$ cat src/sv/mabs_pkg.sv
`timescale 1ns / 1ps

package mabs_pkg;

    localparam int SYMBOL_W = 2;
    localparam int PRICE_W  = 40;
    localparam int MARGIN_W = 24;
    localparam int FRAC_W   = 24;

    localparam logic [MARGIN_W-1:0] MARGIN_RESET = 24'd8389;

    // Quotient bits resolved per divider stage.
    localparam int DIV_BITS_PER_STAGE = 8;

    typedef logic [SYMBOL_W-1:0] t_symbol;
    typedef logic [PRICE_W-1:0]  t_price;
    typedef logic [MARGIN_W-1:0] t_margin;

    // Result flags that ride alongside the average through the divider.
    typedef struct packed {
        logic buy;
        logic window_full;
        logic in_range;
    } t_res_flags;

    typedef struct packed {
        logic   buy;
        logic   window_full;
        t_price average;
    } t_result;

endpackage

$ cat src/sv/mabs_div.sv
`timescale 1ns / 1ps

// Pipelined restoring divider for a narrow divisor. Each stage resolves
// up to DIV_BITS_PER_STAGE quotient bits; one operation enters per cycle.
module mabs_div import mabs_pkg::*; #(
    parameter int DVD_W = 43,
    parameter int DVS_W = 4
) (
    input  logic             i_clk,
    input  logic             i_rst_n,
    input  logic             i_valid,
    input  logic [DVD_W-1:0] i_dividend,
    input  logic [DVS_W-1:0] i_divisor,
    input  t_res_flags       i_flags,
    output logic             o_valid,
    output logic [DVD_W-1:0] o_quot,
    output t_res_flags       o_flags
);

    localparam int STAGES = (DVD_W + DIV_BITS_PER_STAGE - 1) / DIV_BITS_PER_STAGE;

    logic             r_vld   [STAGES];
    logic [DVS_W-1:0] r_rem   [STAGES];
    logic [DVD_W-1:0] r_work  [STAGES];
    logic [DVS_W-1:0] r_dvs   [STAGES];
    t_res_flags       r_flags [STAGES];

    logic             n_vld   [STAGES];
    logic [DVS_W-1:0] n_rem   [STAGES];
    logic [DVD_W-1:0] n_work  [STAGES];
    logic [DVS_W-1:0] n_dvs   [STAGES];
    t_res_flags       n_flags [STAGES];

    for (genvar k = 0; k < STAGES; k++) begin : g_stage
        localparam int LEFT  = DVD_W - k * DIV_BITS_PER_STAGE;
        localparam int STEPS = (LEFT < DIV_BITS_PER_STAGE) ? LEFT : DIV_BITS_PER_STAGE;

        logic             src_vld;
        logic [DVS_W-1:0] src_rem;
        logic [DVD_W-1:0] src_work;
        logic [DVS_W-1:0] src_dvs;
        t_res_flags       src_flags;

        if (k == 0) begin : g_first
            assign src_vld   = i_valid;
            assign src_rem   = '0;
            assign src_work  = i_dividend;
            assign src_dvs   = i_divisor;
            assign src_flags = i_flags;
        end else begin : g_next
            assign src_vld   = r_vld[k-1];
            assign src_rem   = r_rem[k-1];
            assign src_work  = r_work[k-1];
            assign src_dvs   = r_dvs[k-1];
            assign src_flags = r_flags[k-1];
        end

        // The partial remainder stays below the divisor, so each step is a
        // compare and subtract on DVS_W+1 bits.
        always_comb begin
            logic [DVS_W:0]   trial;
            logic [DVS_W:0]   diff;
            logic [DVS_W-1:0] rem;
            logic [DVD_W-1:0] work;
            rem  = src_rem;
            work = src_work;
            for (int j = 0; j < STEPS; j++) begin
                trial = {rem, work[DVD_W-1]};
                diff  = trial - {1'b0, src_dvs};
                if (trial >= {1'b0, src_dvs}) begin
                    rem  = diff[DVS_W-1:0];
                    work = {work[DVD_W-2:0], 1'b1};
                end else begin
                    rem  = trial[DVS_W-1:0];
                    work = {work[DVD_W-2:0], 1'b0};
                end
            end
            n_vld[k]   = src_vld;
            n_rem[k]   = rem;
            n_work[k]  = work;
            n_dvs[k]   = src_dvs;
            n_flags[k] = src_flags;
        end
    end

    always_ff @(posedge i_clk) begin
        for (int k = 0; k < STAGES; k++) begin
            if (!i_rst_n) begin
                r_vld[k] <= 1'b0;
            end else begin
                r_vld[k] <= n_vld[k];
            end
        end
    end

    always_ff @(posedge i_clk) begin
        for (int k = 0; k < STAGES; k++) begin
            r_rem[k]   <= n_rem[k];
            r_work[k]  <= n_work[k];
            r_dvs[k]   <= n_dvs[k];
            r_flags[k] <= n_flags[k];
        end
    end

    assign o_valid = r_vld[STAGES-1];
    assign o_quot  = r_work[STAGES-1];
    assign o_flags = r_flags[STAGES-1];

endmodule

$ cat config.mk
export PLATFORM = sky130hd
export DESIGN_NAME = mabs_div
export DESIGN_NICKNAME = d
export VERILOG_FILES = /design/src/sv/mabs_pkg.sv /design/src/sv/mabs_div.sv
export SDC_FILE = /design/constraint.sdc
export NUM_CORES = 1
export LEC_CHECK = 0
export ABC_CLOCK_PERIOD_IN_PS = 37300
export BUFFER_PORTS_ARGS = -buffer_cell sky130_fd_sc_hd__buf_2
export CORE_ASPECT_RATIO = 0.6
export CORE_MARGIN = 2
export CORE_UTILIZATION = 66
export DETAILED_ROUTE_END_ITERATION = 7
export PLACE_DENSITY_LB_ADDON = 0.05
export SYNTH_ARGS = -nofsm -noshare
export SYNTH_HDL_FRONTEND = slang
export SYNTH_SLANG_ARGS = --single-unit
$ cat constraint.sdc
create_clock -name i_clk -period 37.3 [get_ports i_clk]
set_clock_uncertainty 0.15 [all_clocks]
set_input_delay 0 -clock i_clk [delete_from_list [all_inputs] [get_ports i_clk]]
set_output_delay 0 -clock i_clk [all_outputs]
set_load 0.005 [all_outputs]
-- Word level (Yosys, flattened, before mapping)
Memory sizes are Yosys's and may differ from the RTL's.
Index checks and enable logic that the tools add are counted.
- logic and storage cells: 191
- register bits after elaboration: 0
- bits in writable memories: 330
- memories kept: 5
- memories (memory ; words ; bits a word ; rd ports ; clocked after memory_dff ; write ports ; RTL line ; text):
    r_work ; 6 ; 43 ; 6 ; 0 ; 6 ; mabs_div.sv:24 ; logic [DVD_W-1:0] r_work [STAGES];
    r_dvs ; 6 ; 4 ; 5 ; 0 ; 6 ; mabs_div.sv:25 ; logic [DVS_W-1:0] r_dvs [STAGES];
    r_rem ; 6 ; 4 ; 5 ; 0 ; 6 ; mabs_div.sv:23 ; logic [DVS_W-1:0] r_rem [STAGES];
    r_flags ; 6 ; 3 ; 6 ; 0 ; 6 ; mabs_div.sv:26 ; t_res_flags r_flags [STAGES];
    r_vld ; 6 ; 1 ; 6 ; 0 ; 6 ; mabs_div.sv:22 ; logic r_vld [STAGES];
- add/sub/neg operators: 43
- muxes and demuxes: 94
- order comparisons: 43
- bitwise operators: 6
- operators with widths (kind ; count):
    5-bit by 4-bit >= comparator with 1-bit output ; 42
    4-bit two-way mux ; 43
    4-bit subtractor ; 42
    1-bit two-way mux ; 51
    1-bit OR ; 6
    1-bit by 4-bit >= comparator with 1-bit output ; 1
    1-bit by 4-bit subtractor with 4-bit output ; 1

-- Depth between registers and ports, before layout
An unclocked memory read counts as a cell.
- word-level depth: 17
- mapped depth: 69
- mapped depth without buffers: 66

-- Worst setup path after synthesis
No wires, ideal clock.
- path type: reg-to-reg
- start: memory r_dvs[3][1]
- end: memory r_rem[4][3]
- cell stages (with the launch flop): 66
- data arrival time: 12.376 ns
- setup time: 0.122 ns
- clock period less this slack: 12.648 ns
- path buffers: 3
- setup slack: 24.652 ns
- path through: dfxtp_1 inv_1 ha_1 inv_1 o211a_1 nor2_1 nand2_1 o21ai_0 inv_1 ha_1 a211o_1 o211ai_1 and4b_1 clkbuf_1 clkinv_1 o21ai_0 inv_1 ha_1 [30 not listed] ha_1 o21ai_0 nand2b_1 a21o_1 a21oi_1 o211ai_1 o21a_1 clkbuf_1 a21oi_1 ha_1 o21ai_0 nand2b_1 a21o_1 a21oi_1 o221ai_1 inv_1 mux2i_1 a221o_1
- RTL lines (what ; RTL line):
    start, declared ; mabs_div.sv:25
    end, declared ; mabs_div.sv:23

==> metrics.yaml <==
outcome:
  status: "finished, final reports clean"
die:
  rows: 43
  core_um2: 22900
  die_w_um: 201
  start_util: 0.668
  die_area_um2: 24500
  ioPinCount: 100
  die_h_um: 122
timing:
  rsz0062_at_grt: "false"
  final_hold_viol_count: 0
  tightest_slew_ns: 0.901
  setup_viol: 0
  fin_crit_sh: 0.419
  max_slew_margin: 0.382
  whs_ns: 0.0675
  clock.fmax_mhz: 64.1
  fin_crit_ns: 15.61
  tns_ns: 0
  maxSlewViolCount: 0
min_path:
  hold_path_class: "primary input to flip-flop"
  hp-start: "i_dividend[40]"
grt:
  antenna_found_initial: 0
  grt_pass1_wl_mm: 53.0
  grt_max_degree: 17
  overflow: 0
  track_usage: 0.266
  grt_pass1_vias: 10600
finish:
  area_delta_synth_final_pct: 17.5
  layout_commonest_cell: "dfxtp_1"
  layout.nets: 1929
  final_layout_size_suffix_gt1_frac: 0.128
  final_cell_mix: "dfxtp_1, ha_1, inv_1, buf_2, o21ai_0"
  diodes: 0
  final_util: 0.785
synth:
  synth_ff_type: "dfxtp_1"
  synth.yosys.seq_area_share: 0.421
  synth_edf_count: 0
  syn_inst: 1457
  synth_nets: 1721
  ys_warn_count: 0
  syn-cell-area_um2: 15300
  ys_types: 85
  synth_seq_cells: 322
  syn_area_per_cell_um2: 10.5
  synth-async-reset-ratio: 0
worst_setup_path:
  endpoint_kind: "flip-flop"
  crit_fanout: 12
  slowest_stage: "dfxtp_1"
  cpLargestDelayFamily: "compound AO/OA/AOI/OAI gates"
  startpoint: "r_dvs[3][1]$_DFF_P_"
  cp-start-kind: "flip-flop"
  critPathBufInv: 8
  timing.rr.start: "r_dvs[3][1]$_DFF_P_"
  cp.required_ns: 37.60
  critPathArrivalTime_ns: 15.91
  worst-setup-path-type: "flip-flop to flip-flop"
  max_stage_delay_ns: 0.80
clock_tree:
  clock-sinks: 322
  cts.clk_slew.worst_paths_ns: 0.07
  insertion_delay_ns: 0.57
  root_buffer: "clkbuf_16"
  cts-buffers-inserted: 28
  cts_resized: 0
  cts-htree-levels: 1
  cts_tree: "yes"
  ctsLongestPathBuffers: 3
route:
  avgViaCountPerCell: 5.49
  drt_iter0_markers: 668
  postRouteWirelength_mm: 32.2
  drc: 0
  firstDrtPassIters: 5
  wire_per_inst_um: 16.1
  via_count: 11000
  ant_nets: 0
placement:
  place_congestion: 0.893
  io_buffers: 99
  dp_hpwl_mm: 22.5
job:
  drv_cap: 0
==> per-stage QoR <==
step,cells,area [um2],setup WS (ns)
2_1_floorplan,1457,15300,24.65
3_3_place_gp,1862,16200,22.19
3_5_place_dp,1862,16200,21.92
4_1_cts,1999,18000,21.88
5_1_grt,1999,18000,20.43
6_report,1999,18000,21.69
==> per-layer routing <==
metal	global-route usage	part of all wire	up-vias
met1	0.394	0.51	5145
met4	0.0560	0.017	0
met5	0	0	-
li1	-	-	5511
met2	0.411	0.43	272
met3	0.0417	0.050	44
==> flip-flops by register name (all words and copies together) (netlist names) <==
name	cells
r_work	258
r_vld	6
r_dvs	20
r_rem	20
r_flags	18
==> tightest hold or removal path, stage by stage <==
cell and delay, ns:
buf_2 0.10, inv_1 0.05, ha_1 0.15, a41o_1 0.20, a311oi_2 0.07, nand2_1 0.15
==> synth_stat cells (4+ instances only) <==
cell type,instances,share of area
a211o_1,8,0.0046
a211oi_1,6,0.0029
a21boi_0,6,0.0029
a21o_1,66,0.032
a21oi_1,73,0.024
a221oi_1,8,0.0046
a31o_2,4,0.0023
and2_1,17,0.0069
clkbuf_1,6,0.0015
dfxtp_1,322,0.42
fa_1,41,0.054
ha_1,170,0.14
inv_1,160,0.039
mux2_2,30,0.022
mux2_4,7,0.0069
mux2i_1,44,0.029
nand2_1,51,0.013
nand2b_1,38,0.016
nand3_1,10,0.0033
nand3b_1,6,0.0029
nor2_1,49,0.012
nor2b_1,21,0.0086
nor3_1,20,0.0065
nor3b_1,7,0.0034
o211ai_1,12,0.0059
o21a_1,14,0.0069
o21ai_0,92,0.030
o31ai_1,6,0.0029
or3_1,4,0.0016
xnor2_1,42,0.024
xor2_1,30,0.017
==> cell type report <==
class,instances,area [um2]
Clock buffer,37,795
Clock inverter,12,151
Fill cell,1513,4930
Inverter,166,626
Multi-Input combinational cell,960,8200
Sequential cell,322,6450
Tap cell,315,394
Timing Repair Buffer,187,1380
==> repair_timing <==
| action | in CTS | in global routing |
|---|---|---|
| hold endpoints to repair | 51 | 0 |
| setup buffers | 0 | 0 |
| hold buffers | 88 | 0 |
==> kinds of logic after synthesis <==
logic type,Yosys count,share of synthesized area
AOI/OAI and AO/OA,345,0.154
xor gates and xnor gates,72,0.0412
adders and majority gates,211,0.193
buffers and inverters,175,0.0433
DFF,322,0.421
muxes,83,0.0593
and+or+nand+nor,249,0.0882
==> path summary, 6_finish.rpt <==
path | to | cells past startpoint | slack, ns
setup / recovery | r_rem[4][3]$_DFF_P_ | 62 | 21.69
setup reg to reg | r_rem[4][3]$_DFF_P_ | 62 | 21.69
hold reg to reg | r_work[5][26]$_DFF_P_ | 0 | 0.17
hold / removal | r_work[0][5]$_DFF_P_ | 6 | 0.07
Power is left out: the tool's default activity adds up to more than one toggle a clock period on the data nets, which glitch-free logic cannot reach.
